===== src/sv/lisr_pkg.sv =====
// ----------------------------------------------------------------------------
// lisr_pkg
// Types, codes and fixed widths shared by the letterbox scaler files.
// ----------------------------------------------------------------------------
`timescale 1ns / 1ps

package lisr_pkg;

    localparam int COORD_W     = 10;
    localparam int PIXEL_W     = 16;
    localparam int CFG_IDX_W   = 3;
    localparam int CFG_DATA_W  = 11;
    localparam int LOGIC_W     = 11;
    localparam int QUEUE_DEPTH = 4;
    // reciprocal multiply: exact floor division for dividends below 2**LOGIC_W
    localparam int RECIP_SHIFT = 14;
    localparam int RECIP_W     = 15;

    typedef enum logic [0:0] {
        REQ_LOAD  = 1'b0,
        REQ_FETCH = 1'b1
    } req_type_t;

    typedef enum logic [1:0] {
        ROT_NONE = 2'd0,
        ROT_CW   = 2'd1,
        ROT_CCW  = 2'd2
    } rot_t;

    typedef enum logic [CFG_IDX_W-1:0] {
        CFG_ROTATION = 3'd0,
        CFG_PANEL_W  = 3'd1,
        CFG_PANEL_H  = 3'd2,
        CFG_VIEW_W   = 3'd3,
        CFG_VIEW_H   = 3'd4,
        CFG_OFFSET_X = 3'd5,
        CFG_OFFSET_Y = 3'd6,
        CFG_SCALE    = 3'd7
    } cfg_idx_t;

    typedef struct packed {
        logic [1:0]  rotation;
        logic [10:0] panel_width;
        logic [10:0] panel_height;
        logic [8:0]  view_width;
        logic [8:0]  view_height;
        logic [9:0]  offset_x;
        logic [9:0]  offset_y;
        logic [2:0]  scale;
    } cfg_t;

    // one queued operation: a source write or a classified fetch
    typedef struct packed {
        logic               is_load;
        logic               geom_err;
        logic               bezel;
        logic [LOGIC_W-1:0] x;
        logic [LOGIC_W-1:0] y;
        logic [PIXEL_W-1:0] pixel;
    } q_entry_t;

    // ceil(2**RECIP_SHIFT / scale)
    function automatic logic [RECIP_W-1:0] recip_of(input logic [2:0] sc);
        logic [RECIP_W-1:0] r;
        unique case (sc)
            3'd2:    r = 15'd8192;
            3'd3:    r = 15'd5462;
            3'd4:    r = 15'd4096;
            3'd5:    r = 15'd3277;
            3'd6:    r = 15'd2731;
            3'd7:    r = 15'd2341;
            default: r = 15'd16384;
        endcase
        return r;
    endfunction

endpackage


===== src/sv/lisr_fifo.sv =====
// ----------------------------------------------------------------------------
// lisr_fifo
// Short queue between classification and the memory pipeline.
// ----------------------------------------------------------------------------
`timescale 1ns / 1ps

module lisr_fifo (
    input  logic               clk,
    input  logic               rst_n,
    input  logic               push,
    input  lisr_pkg::q_entry_t entry,
    output logic               full,
    input  logic               pop,
    output logic               head_valid,
    output lisr_pkg::q_entry_t head
);
    import lisr_pkg::*;

    localparam int PTR_W = $clog2(QUEUE_DEPTH);

    q_entry_t         slot_reg [QUEUE_DEPTH];
    logic [PTR_W-1:0] wr_ptr_reg;
    logic [PTR_W-1:0] wr_ptr_next;
    logic [PTR_W-1:0] rd_ptr_reg;
    logic [PTR_W-1:0] rd_ptr_next;
    logic [PTR_W:0]   count_reg;
    logic [PTR_W:0]   count_next;

    always_comb
    begin
        full        = (count_reg == (PTR_W+1)'(QUEUE_DEPTH));
        head_valid  = (count_reg != '0);
        head        = slot_reg[rd_ptr_reg];
        wr_ptr_next = push ? wr_ptr_reg + 1'b1 : wr_ptr_reg;
        rd_ptr_next = pop ? rd_ptr_reg + 1'b1 : rd_ptr_reg;
        count_next  = count_reg + (PTR_W+1)'(push) - (PTR_W+1)'(pop);
    end

    always_ff @(posedge clk or negedge rst_n)
    begin
        if (!rst_n)
        begin
            wr_ptr_reg <= '0;
            rd_ptr_reg <= '0;
            count_reg  <= '0;
        end
        else
        begin
            wr_ptr_reg <= wr_ptr_next;
            rd_ptr_reg <= rd_ptr_next;
            count_reg  <= count_next;
        end
    end

    always_ff @(posedge clk)
    begin
        if (push)
        begin
            slot_reg[wr_ptr_reg] <= entry;
        end
    end

    a_count_bound: assert property (@(posedge clk) disable iff (!rst_n)
        count_reg <= (PTR_W+1)'(QUEUE_DEPTH))
        else $error("queue count beyond depth");

    a_no_underflow: assert property (@(posedge clk) disable iff (!rst_n)
        pop |-> (count_reg != '0))
        else $error("pop from empty queue");

endmodule


===== config.mk =====
export PLATFORM = sky130hd
export DESIGN_NAME = lisr_fifo
export DESIGN_NICKNAME = d
export VERILOG_FILES = /design/src/sv/lisr_pkg.sv /design/src/sv/lisr_fifo.sv
export SDC_FILE = /design/constraint.sdc
export NUM_CORES = 1
export LEC_CHECK = 0
export BUFFER_PORTS_ARGS = -buffer_cell sky130_fd_sc_hd__buf_4
export CAP_MARGIN = 20
export CORE_MARGIN = 3
export CORE_UTILIZATION = 45
export DETAILED_ROUTE_END_ITERATION = 10
export GPL_TIMING_DRIVEN = 0
export HOLD_SLACK_MARGIN = 0.06
export PLACE_DENSITY = 0.62
export SYNTH_ARGS = -nofsm -noshare
export SYNTH_HDL_FRONTEND = slang
export SYNTH_SLANG_ARGS = --single-unit

===== constraint.sdc =====
create_clock -name clk -period 3 [get_ports clk]
set_input_delay 0.15 -clock clk [delete_from_list [all_inputs] [get_ports clk]]
set_output_delay 0.15 -clock clk [all_outputs]
set_load 0.01 [all_outputs]

## After elaboration in Yosys (flattened, before gate mapping)

Memories as Yosys holds them, arrays and structs flattened.
Cells that the tools add are included.

- Flip-flop bits (word level): 7
- Latch bits: 0
- RAM bits: 164
- Bits in read-only memories: 0
- Bits of input ports: 45
- Output and inout port bits: 43
- Word-level logic and storage cells: 12
- Memories: 1

Memories:

| name | words | width | read ports | clocked after Yosys merged registers in | wr ports | RTL line | RTL |
|---|---|---|---|---|---|---|---|
| slot_reg | 4 | 41 | 1 | 0 | 1 | lisr_fifo.sv:21 | `q_entry_t slot_reg [QUEUE_DEPTH];` |

- Add/sub/neg operators: 4
- Multiply operators: 0
- Div/mod/pow operators: 0
- Magnitude comparators: 0
- Equal/unequal tests: 1
- Shifts and indexed selects: 0
- Mux-type cells: 2
- Bitwise logic cells: 0
- Reductions and logical operators: 1

Operators by type and width:

| cell | number |
|---|---|
| $add 2x1->2 const B | 2 |
| $add 3x1->3 | 1 |
| $eq 3x3->1 const B | 1 |
| $reduce_bool 3->1 | 1 |
| $sub 3x1->3 | 1 |
| $mux 1 | 2 |

## Depth between registers and ports, before layout

- Depth after elaboration: 2
- Mapped depth: 6

## Worst setup path after synthesis

No wires, ideal clock.

- Path type: register to register
- From: register wr_ptr_reg[0]
- To: memory slot_reg[0][0] in the netlist's numbering, enable pin
- Setup time: 0.402 ns
- Arrival: 1.611 ns
- Required time: 2.598 ns
- Path slack: 0.986 ns
- Stages on the path, launching flop included: 4
- Period minus slack after synthesis: 2.014 ns
- Cell sequence: dfrtp_1 inv_1 ha_1 and2_1

RTL lines:

| what | RTL line | RTL |
|---|---|---|
| start: declaration | lisr_fifo.sv:22 | `logic [PTR_W-1:0] wr_ptr_reg;` |
| start signal: assignment | lisr_fifo.sv:49 | `wr_ptr_reg <= wr_ptr_next;` |
| end: declaration | lisr_fifo.sv:21 |  |

No word-level cell before the write port.

==> flow_summary.json <==
{
  "power_leakage_nw": 2.99,
  "port_buffers": 87,
  "drv_cap": 0,
  "path_buf_inv": 3,
  "gp_congestion": 0.633,
  "path_delay_family": "buffers and inverters",
  "synth_cells": 249,
  "finalHoldViolCount": 0,
  "start_util_pct": 47.1,
  "cts_setup_buffers": 0,
  "grtUsageMet2_pct": 24.4,
  "place.detailed.hpwl_mm": 6.48,
  "critical_path_depth": 4,
  "critical_path_class": "flop to output port",
  "start_kind": "flop",
  "status": "completed",
  "nNetsFinal": 456,
  "grt_overflow_total": 0,
  "met1_usage_pct": 19.9,
  "io_pins": 88,
  "ys_seq_area_share_pct": 80.2,
  "drive_gt1_share_pct": 40.5,
  "crit_path_max_fanout": 10,
  "post_cts_resized": 0,
  "clock_latency_ps": 410,
  "syn_to_final_growth_pct": 32.0,
  "ys_ff_latch": 171,
  "arrival_ps": 1880,
  "setup_tns_ps": 0,
  "vias_per_cell": 5.04,
  "power.density_nw_per_um2": 960,
  "fin_crit_ps": 2030,
  "worst_slew_pin_slew_ps": 537,
  "largest_reg_flops": 164,
  "synth.avg_cell_area_um2": 25.5,
  "rows": 42,
  "met3_usage_pct": 4.16,
  "pre_cts_slack_ps": 1240,
  "die_y_um": 125,
  "grt_pass1_vias": 3230,
  "ctsRootBufferMaster": "clkbuf_16",
  "syn_area_um2": 6360,
  "n_fill_cell": 952,
  "min_period_over_period_pct": 67.8,
  "diodes": 0,
  "setup_ws_ps": 967,
  "clock.fmax_ghz": 0.492,
  "clk_pin_slew_ps": 60,
  "grt_max_degree": 32,
  "vdd_drop_max_uv": 411,
  "setup_viol": 0,
  "antenna_found_initial": 0,
  "hold_buffers": 45,
  "synth_warnings": 0,
  "path_cells": "clkbuf_1 > buf_2 > mux4_1 > buf_4",
  "r2r_cells": 4,
  "stdcell_area_um2": 8400,
  "drv_slew": 0,
  "grt_pass1_wl_mm": 17.7,
  "drt_iter0_drc": 181,
  "drc": 0,
  "cts_tree": "done",
  "die_w_um": 125,
  "synthDistinctLibCells": 18,
  "wl_per_cell_um": 18.5,
  "finalClockSkew_ps": 5.70,
  "synth_nets": 301,
  "cp_data_required_time_ps": 2850,
  "coreArea_um2": 13500,
  "endpoint_kind": "output port",
  "detailed_place.area_um2": 7320,
  "crit_slowest_cell": "mux4_1",
  "max_stage_delay_ps": 390,
  "clockBufferDepth": 2,
  "min_path_type": "primary input to flop",
  "grt_use_total_pct": 15.1,
  "finalWirelength_mm": 11.0,
  "slew_headroom_pct": 64.2,
  "grt.busiest_layer": "met2",
  "dieArea_um2": 15600,
  "hold_depth": 2,
  "cts_buffers": 17,
  "drtPass1Iterations": 4,
  "ant_nets": 0,
  "rsz0062_at_grt": "false",
  "htree_num_levels": 4,
  "vias": 2991,
  "clock_sinks": 171
}
[cells in the final DEF, fill, tap and decap left out]
cell             n
xnor2_1          2
edfxtp_1       164
or3_1            1
o21ai_0          1
clkinv_2         2
clkbuf_16       17
clkinv_1         4
clkinvlp_4       1
dfrtp_1          7
nand2_1          2
buf_2            4
mux4_1           3
mux4_2          38
xor2_1           3
and2_2           4
inv_1            6
and3_1           1
dlygate4sd3_1   45
clkinv_4         1
inv_6            1
buf_6            1
clkbuf_1         2
bufinv_16        5
buf_4           87
ha_1             6
buf_12           8
fa_1             1
[cells by family after synthesis]
family                   synth area share, %
AND/OR/NAND/NOR                        0.708
adder cells (fa/ha/maj)                 1.49
XOR/XNOR                               0.689
flip-flops                              80.2
buffers and inverters                   2.16
AO/OA/AOI/OAI                         0.0786
multiplexers                            14.7
[cells in the mapped netlist, drive strengths merged]
cell / n / area [um^2]
edfxtp: 164 / 4920
mux4: 41 / 935
buf: 9 / 111
dfrtp: 7 / 175
ha: 6 / 75.1
inv: 6 / 22.5
and2: 4 / 25.0
xor2: 3 / 26.3
nand2: 2 / 7.51
xnor2: 2 / 17.5
and3: 1 / 6.26
clkbuf: 1 / 3.75
fa: 1 / 20.0
o21ai: 1 / 5.00
or3: 1 / 6.26
[worst paths after layout]
| kind | startpoint | slack, ps | endpoint |
|---|---|---|---|
| setup / recovery | rd_ptr_reg[1]$_DFFE_PN0P_ | 970 | head[1] |
| min in group asynchronous | rst_n | 690 | count_reg[0]$_DFF_PN0_ |
| setup reg to reg | wr_ptr_reg[0]$_DFFE_PN0P_ | 1260 | slot_reg[0][23]$_DFFE_PP_ |
| hold / removal | entry[10] | 480 | slot_reg[2][10]$_DFFE_PP_ |
| max in group asynchronous | rst_n | 2070 | rd_ptr_reg[1]$_DFFE_PN0P_ |
| hold reg to reg | wr_ptr_reg[0]$_DFFE_PN0P_ | 540 | wr_ptr_reg[0]$_DFFE_PN0P_ |
[where the power goes]
part	switching [W]	internal, W
clock network	0.000831	0.00147
logic	0.00118	0.00134
registers	0.000105	0.00313
[per-stage QoR]
| stage | hold WS [ps] | cells | total power, W | util, % |
|---|---|---|---|---|
| 6_report | 480 | 593 | 0.00806 | 62.2 |
| 5_1_grt | 463 | 593 | 0.00846 | 62.2 |
| 4_1_cts | 457 | 593 | 0.00820 | 62.2 |
| 3_5_place_dp | -32.9 | 516 | 0.00584 | 54.2 |
| 3_3_place_gp | -33.0 | 512 | 0.00577 | 53.6 |
| 2_1_floorplan | -146 | 249 | 0.00477 | - |
[per-layer routing]
metal,routed length (um),vias up
met5,0,-
met4,170,0
li1,-,1360
met1,4770,1530
met3,564,13
met2,5480,88
[final cells by class]
| cell class | count | area (um^2) | area share, % |
|---|---|---|---|
| Multi-Input combinational cell | 62 | 1130 | 13.4 |
| Timing Repair Buffer | 136 | 1180 | 14.1 |
| Buffer | 10 | 115 | 1.37 |
| Clock inverter | 14 | 200 | 2.38 |
| Clock buffer | 18 | 429 | 5.11 |
| Tap cell | 176 | 220 | 2.62 |
| Inverter | 6 | 22.5 | 0.268 |
| Sequential cell | 171 | 5100 | 60.7 |
(Power assumes the default switching activity.)
