--- config.mk ---
export PLATFORM = sky130hd
export DESIGN_NAME = lisr_front_flat
export DESIGN_NICKNAME = d
export VERILOG_FILES = /design/src/sv/lisr_pkg.sv /design/src/sv/lisr_ifs.sv /design/src/sv/lisr_front.sv /design/src/flat_wrapper.sv
export SDC_FILE = /design/constraint.sdc
export NUM_CORES = 1
export LEC_CHECK = 0
export BUFFER_PORTS_ARGS = -buffer_cell sky130_fd_sc_hd__buf_2
export CELL_PAD_IN_SITES_DETAIL_PLACEMENT = 2
export CELL_PAD_IN_SITES_GLOBAL_PLACEMENT = 2
export CORE_UTILIZATION = 35
export DETAILED_ROUTE_END_ITERATION = 6
export PLACE_DENSITY_LB_ADDON = 0.25
export SLEW_MARGIN = 20
export SYNTH_ARGS = -nofsm -noshare
export SYNTH_HDL_FRONTEND = slang
export SYNTH_SLANG_ARGS = --single-unit
--- constraint.sdc ---
create_clock -name vclk -period 7.9
set_input_delay 0.79 -clock vclk [all_inputs]
set_output_delay 0.79 -clock vclk [all_outputs]
set_load 0.02 [all_outputs]
--- src/sv/lisr_pkg.sv ---
// ----------------------------------------------------------------------------
// lisr_pkg
// Types, codes and fixed widths shared by the letterbox scaler files.
// ----------------------------------------------------------------------------
`timescale 1ns / 1ps

package lisr_pkg;

    localparam int COORD_W     = 10;
    localparam int PIXEL_W     = 16;
    localparam int CFG_IDX_W   = 3;
    localparam int CFG_DATA_W  = 11;
    localparam int LOGIC_W     = 11;
    localparam int QUEUE_DEPTH = 4;
    // reciprocal multiply: exact floor division for dividends below 2**LOGIC_W
    localparam int RECIP_SHIFT = 14;
    localparam int RECIP_W     = 15;

    typedef enum logic [0:0] {
        REQ_LOAD  = 1'b0,
        REQ_FETCH = 1'b1
    } req_type_t;

    typedef enum logic [1:0] {
        ROT_NONE = 2'd0,
        ROT_CW   = 2'd1,
        ROT_CCW  = 2'd2
    } rot_t;

    typedef enum logic [CFG_IDX_W-1:0] {
        CFG_ROTATION = 3'd0,
        CFG_PANEL_W  = 3'd1,
        CFG_PANEL_H  = 3'd2,
        CFG_VIEW_W   = 3'd3,
        CFG_VIEW_H   = 3'd4,
        CFG_OFFSET_X = 3'd5,
        CFG_OFFSET_Y = 3'd6,
        CFG_SCALE    = 3'd7
    } cfg_idx_t;

    typedef struct packed {
        logic [1:0]  rotation;
        logic [10:0] panel_width;
        logic [10:0] panel_height;
        logic [8:0]  view_width;
        logic [8:0]  view_height;
        logic [9:0]  offset_x;
        logic [9:0]  offset_y;
        logic [2:0]  scale;
    } cfg_t;

    // one queued operation: a source write or a classified fetch
    typedef struct packed {
        logic               is_load;
        logic               geom_err;
        logic               bezel;
        logic [LOGIC_W-1:0] x;
        logic [LOGIC_W-1:0] y;
        logic [PIXEL_W-1:0] pixel;
    } q_entry_t;

    // ceil(2**RECIP_SHIFT / scale)
    function automatic logic [RECIP_W-1:0] recip_of(input logic [2:0] sc);
        logic [RECIP_W-1:0] r;
        unique case (sc)
            3'd2:    r = 15'd8192;
            3'd3:    r = 15'd5462;
            3'd4:    r = 15'd4096;
            3'd5:    r = 15'd3277;
            3'd6:    r = 15'd2731;
            3'd7:    r = 15'd2341;
            default: r = 15'd16384;
        endcase
        return r;
    endfunction

endpackage

--- src/sv/lisr_ifs.sv ---
// ----------------------------------------------------------------------------
// lisr channel interfaces
// Request, response and register write channels with valid/ready handshake.
// ----------------------------------------------------------------------------
`timescale 1ns / 1ps

interface lisr_req_if;
    logic                          valid;
    logic                          ready;
    logic                          req_type;
    logic [lisr_pkg::COORD_W-1:0]  coord_x;
    logic [lisr_pkg::COORD_W-1:0]  coord_y;
    logic [lisr_pkg::PIXEL_W-1:0]  load_pixel;

    modport source (output valid, req_type, coord_x, coord_y, load_pixel, input ready);
    modport sink   (input valid, req_type, coord_x, coord_y, load_pixel, output ready);
endinterface


--- src/sv/lisr_front.sv ---
// ----------------------------------------------------------------------------
// lisr_front
// Classifies requests: checks geometry, rotates and offsets fetch coordinates.
// ----------------------------------------------------------------------------
`timescale 1ns / 1ps

module lisr_front #(
    parameter int MAX_VIEW_W = 256,
    parameter int MAX_VIEW_H = 256,
    parameter int MAX_PANEL  = 1024,
    parameter int MAX_SCALE  = 4
) (
    lisr_req_if.sink          req,
    input  lisr_pkg::cfg_t     cfg,
    input  logic               full,
    output logic               push,
    output lisr_pkg::q_entry_t entry
);
    import lisr_pkg::*;

    localparam int EXT_W = 14;

    logic [11:0]        span_w;
    logic [11:0]        span_h;
    logic [10:0]        lw;
    logic [10:0]        lh;
    logic [EXT_W-1:0]   reach_x;
    logic [EXT_W-1:0]   reach_y;
    logic               rot_ok;
    logic               geom_ok;
    logic [10:0]        px;
    logic [10:0]        py;
    logic [10:0]        lx;
    logic [10:0]        ly;
    logic [11:0]        dx;
    logic [11:0]        dy;
    logic               off_panel;
    logic               off_view;
    logic               is_load;
    logic               load_in_range;

    // geometry check
    always_comb
    begin
        span_w  = 12'(cfg.view_width) * 12'(cfg.scale);
        span_h  = 12'(cfg.view_height) * 12'(cfg.scale);
        lw      = (cfg.rotation == ROT_NONE) ? cfg.panel_width : cfg.panel_height;
        lh      = (cfg.rotation == ROT_NONE) ? cfg.panel_height : cfg.panel_width;
        reach_x = EXT_W'(cfg.offset_x) + EXT_W'(span_w);
        reach_y = EXT_W'(cfg.offset_y) + EXT_W'(span_h);
        rot_ok  = (cfg.rotation == ROT_NONE) || (cfg.rotation == ROT_CW)
               || (cfg.rotation == ROT_CCW);
        geom_ok = rot_ok
               && (cfg.panel_width != 11'd0)
               && (EXT_W'(cfg.panel_width) <= EXT_W'(MAX_PANEL))
               && (cfg.panel_height != 11'd0)
               && (EXT_W'(cfg.panel_height) <= EXT_W'(MAX_PANEL))
               && (cfg.view_width != 9'd0)
               && (EXT_W'(cfg.view_width) <= EXT_W'(MAX_VIEW_W))
               && (cfg.view_height != 9'd0)
               && (EXT_W'(cfg.view_height) <= EXT_W'(MAX_VIEW_H))
               && (cfg.scale != 3'd0)
               && (EXT_W'(cfg.scale) <= EXT_W'(MAX_SCALE))
               && (reach_x <= EXT_W'(lw))
               && (reach_y <= EXT_W'(lh));
    end

    // physical to logical, then remove the offset
    always_comb
    begin
        px        = {1'b0, req.coord_x};
        py        = {1'b0, req.coord_y};
        off_panel = (px >= cfg.panel_width) || (py >= cfg.panel_height);
        case (cfg.rotation)
            ROT_CW:
            begin
                lx = cfg.panel_height - 11'd1 - py;
                ly = px;
            end
            ROT_CCW:
            begin
                lx = py;
                ly = cfg.panel_width - 11'd1 - px;
            end
            default:
            begin
                lx = px;
                ly = py;
            end
        endcase
        dx       = {1'b0, lx} - 12'(cfg.offset_x);
        dy       = {1'b0, ly} - 12'(cfg.offset_y);
        off_view = dx[11] || dy[11]
                || ({1'b0, dx[10:0]} >= span_w) || ({1'b0, dy[10:0]} >= span_h);
    end

    always_comb
    begin
        is_load       = (req_type_t'(req.req_type) == REQ_LOAD);
        load_in_range = (EXT_W'(req.coord_x) < EXT_W'(MAX_VIEW_W))
                     && (EXT_W'(req.coord_y) < EXT_W'(MAX_VIEW_H));
        req.ready      = !full;
        // loads outside the store are dropped here
        push           = req.valid && !full && (!is_load || load_in_range);
        entry.is_load  = is_load;
        entry.geom_err = !is_load && !geom_ok;
        entry.bezel    = !is_load && geom_ok && (off_panel || off_view);
        entry.x        = is_load ? px : dx[10:0];
        entry.y        = is_load ? py : dy[10:0];
        entry.pixel    = req.load_pixel;
    end

endmodule

--- src/flat_wrapper.sv ---
// flat-port wrapper written by rule: the top's interface ports become plain ports
module lisr_front_flat import lisr_pkg::*;
#(
    parameter int MAX_VIEW_W = 256,
    parameter int MAX_VIEW_H = 256,
    parameter int MAX_PANEL  = 1024,
    parameter int MAX_SCALE  = 4
)
  (cfg, full, push, entry, req_valid, req_req_type, req_coord_x, req_coord_y, req_load_pixel, req_ready);
  lisr_req_if req_i ();
  input  lisr_pkg::cfg_t cfg;
  input  logic full;
  output logic push;
  output lisr_pkg::q_entry_t entry;
  input wire logic [$bits(req_i.valid)-1:0] req_valid;
  input wire logic [$bits(req_i.req_type)-1:0] req_req_type;
  input wire logic [$bits(req_i.coord_x)-1:0] req_coord_x;
  input wire logic [$bits(req_i.coord_y)-1:0] req_coord_y;
  input wire logic [$bits(req_i.load_pixel)-1:0] req_load_pixel;
  output wire logic [$bits(req_i.ready)-1:0] req_ready;
  assign req_i.valid = req_valid;
  assign req_i.req_type = req_req_type;
  assign req_i.coord_x = req_coord_x;
  assign req_i.coord_y = req_coord_y;
  assign req_i.load_pixel = req_load_pixel;
  assign req_ready = req_i.ready;
  lisr_front #(.MAX_VIEW_W(MAX_VIEW_W), .MAX_VIEW_H(MAX_VIEW_H), .MAX_PANEL(MAX_PANEL), .MAX_SCALE(MAX_SCALE)) u_core (.req(req_i), .cfg(cfg), .full(full), .push(push), .entry(entry));
endmodule
Word level (Yosys, flattened, before mapping)
Index checks and enable logic that the tools add are counted.
Storage, ports and cells
  register bits: 0
  bits of input ports: 104
  output and inout bits: 43
  logic and storage cells: 66
Cells by class
  $add $sub $neg: 8
  multipliers: 2
  order comparisons: 13
  equal/unequal tests: 2
  muxes and demuxes: 6
  bitwise logic cells: 1
  reduce and logical (&&, ||, !) cells: 34
Operators by type and width (count)
  2-to-1 mux 11 bit: 4
  case mux 11 bit (2 select lines): 2
  <= comparator 14 x 11 -> 1 bit: 2
  adder 10 x 12 -> 13 bit: 2
  >= comparator 11 x 12 -> 1 bit: 2
  multiplier 9 x 3 -> 12 bit: 2
  subtractor 11 x 10 -> 12 bit: 2
  >= comparator 10 x 11 -> 1 bit: 2
  <= comparator 11 bit (second input constant): 2
  nonzero test 11 bit: 2
  subtractor 11 x 1 -> 11 bit (second input constant): 2
  subtractor 11 x 10 -> 11 bit: 2
  less-than comparator 10 x 9 -> 1 bit (second input constant): 2
  <= comparator 9 bit (second input constant): 2
  logical AND 1 bit: 18
  nonzero test 9 bit: 2
  logical OR 1 bit: 8
  <= comparator 3 bit (second input constant): 1
  nonzero test 3 bit: 1
  == test 2 x 1 -> 1 bit (second input constant): 1
  == test 2 bit (second input constant): 1
  logical NOT 1 bit: 2
  logical NOT 2 bit: 1
  NOT 1 bit: 1

Logic depth before layout (Yosys ltp)
  depth in word-level cells: 17
  mapped depth: 24

Worst setup path after synthesis
OpenSTA, ideal clock, no wires.
  path kind: input to output
  start point: in cfg[2] (netlist bit)
  end point: out entry[38] (netlist bit)
  arrival time: 5345 ps
  required time: 7110 ps
  slack: 1765 ps
  stages: 20
  path buffers: 2
  cell sequence: clkbuf_1 -> clkbuf_1 -> nand2_1 -> fa_1 -> inv_1 -> ha_1 -> fa_1 -> a21o_1 -> a21oi_1 -> xnor2_1 -> ha_1 -> o41ai_1 -> o21ai_0 -> xnor2_1 -> ha_1 -> and3_1 -> nand3_1 -> o32ai_1 -> nand4_1 -> a21oi_1
RTL lines
  start: declaration: line flat_wrapper.sv:11  | input lisr_pkg::cfg_t cfg;
  end: declaration: line flat_wrapper.sv:14  | output lisr_pkg::q_entry_t entry;

==> metrics.txt <==
total grt overflow 0; drt wl/cell 20.0 um; Die Wd 140 um; Die Y 140 um; proportion of layout cells with a drive suffix above 1 13.1%; final non-filler cell area 7310 um2; vias in the first global route 7308; final hold violations 0; Final Routed Wirelength 24.7 mm; Required @ worst endpoint 7110 ps; critical path arrival 5790 ps; Synth Instances 925; port bufs 115; commonest non-fill, non-tap cell in the layout ha_1; Pwr per Cell Area 149 nW/um2; nets 1281; CP cell instances buf_2, nand2_1, fa_1, inv_1, ha_1, a21o_1, a211oi_1, nor2_1, nor2_1, xnor2_1, ha_1, o41ai_1, o21ai_0, xnor2_1, ha_1, and3_1, nand3_1, o32ai_1, nand4_1, and2_1, buf_2; RSZ-0062 raised after global routing false; Worst path slowest cell o41ai_1; antenna violations before repair 0; Max-Cap Viols 0; CP bufs+invs 3; cts hold-fix bufs 0; crit start category input port; Sequential cell area 0 um2; Syn. warnings 0; hold slack 1580 ps; run status finished clean; worst slew pin tran 816 ps; crit share post-route 83.3%; Remaining DRCs 0; max frequency 152 MHz; Starting Density 35.6%; clock buf count 0; vias per cell 5.49; Synth Cell Area 6650 um2; die area 19500 um2; post-cts sizing count 0; Most Frequent Cell on Critical Path ha_1; Max-slew headroom 45.6%; global-route wire length before repair 38.9 mm; HPWL after DPL 22.3 mm; sequential fraction of the synthesis area 0%; GRT Util Overall 25.1%; setup repair bufs after CTS 0; Area Overhead vs Synth 9.96%; setup TNS 0 ps; Iter 0 DRT Violations 178; Peak VDD IR 36.8 uV; fill cell count 2307; final antenna-violating net count 0; Largest stage delay, worst path 660 ps; n_diodes 0; Core Area 18600 um2; Hold WC Path Type in -> out; Syn Area/Cell 7.18 um2; largest net degree at the start of global routing 44; Power Total 1090 uW; Final GP Congestion 0.916; total number of vias 6786; Net Count, Synth 1203; io pins 147; family with the most delay on the worst path compound AO/OA/AOI/OAI gates; Tmin final 6580 ps; DP Area 7310 um2; Slew Limit Fails 0; Core Rows 50; layout sequential cell count 0; crit path capture type output pin; most frequent cells in the layout ha_1, inv_1, buf_2, nand2_1, a21oi_1; final core occ 39.2%; CP Max Fanout 19; crit path kind in -> out; First-pass DRT Iterations 6; Final setup violation count 0; post-synth cell types 57; Pleak 0.00385 uW
-- stage by stage --
step	cells	worst slack [ps]
floorplan	925	1760
detailed placement	1235	1250
finish	1235	1320
global placement	1235	1400
global route	1235	827
CTS	1235	1240
-- final cells by class --
cell class         count  area, um2  share of cell area, %
well taps            234        293                   4.01
repair buffers       116        583                   7.98
inverters            132        495                   6.78
multi-input cells    753       5940                   81.2
-- logic make-up (layout without fill, tap and decap cells) --
kind of cell / Yosys count / after routing / synth area share, %
xor gates and xnor gates: 65 / 65 / 8.57
muxes: 26 / 26 / 3.99
AOI/OAI and AO/OA: 248 / 248 / 24.1
buffers and inverters: 172 / 248 / 10.7
and+or+nand+nor: 240 / 240 / 17.4
adders and majority gates: 174 / 174 / 35.2
-- power by group --
| group | internal, uW | total, uW | switching (uW) |
|---|---|---|---|
| logic | 442 | 1090 | 648 |
| registers | 0 | 0 | 0 |
| clock network | 0 | 0 | 0 |
| total | 442 | 1090 | 648 |
-- cell usage after synthesis (all sizes together), types with 4 or more instances --
master	count	area, um2
nand3	10	50.1
o21bai	8	60.1
a22oi	7	52.6
nand2	79	297
a21oi	80	404
nor2b	20	133
and2	19	119
o21a	15	113
o41ai	5	66.3
nor4	10	62.6
mux2i	22	220
nand2b	4	25.0
mux2	4	45.0
nand4	14	87.6
buf	19	135
o22ai	4	25.0
inv	132	495
a21o	21	158
nor3	14	75.1
a221oi	12	105
o31ai	4	30.0
fa	22	440
ha	152	1900
xor2	16	140
clkbuf	21	78.8
o21ai	54	270
a211oi	10	75.1
xnor2	49	429
nor2	57	214
o211ai	7	52.6
-- metal layers --
metal  global-route usage, %  vias to the layer above  wire length (um)
li1                        -                     3362                 -
met1                    33.0                     3288             11500
met2                    46.5                      124             12100
met3                   0.551                       12               754
met4                    3.41                        0               343
met5                       0                        -                 0
-- path summary, 6_finish.rpt --
| path | start | endpoint | slack (ps) | cells past startpoint |
|---|---|---|---|---|
| setup / recovery | cfg[2] | entry[39] | 1320 | 21 |
| hold / removal | req_load_pixel[0] | entry[0] | 1580 | 0 |
Note: power is estimated with default switching activity, not from simulation.
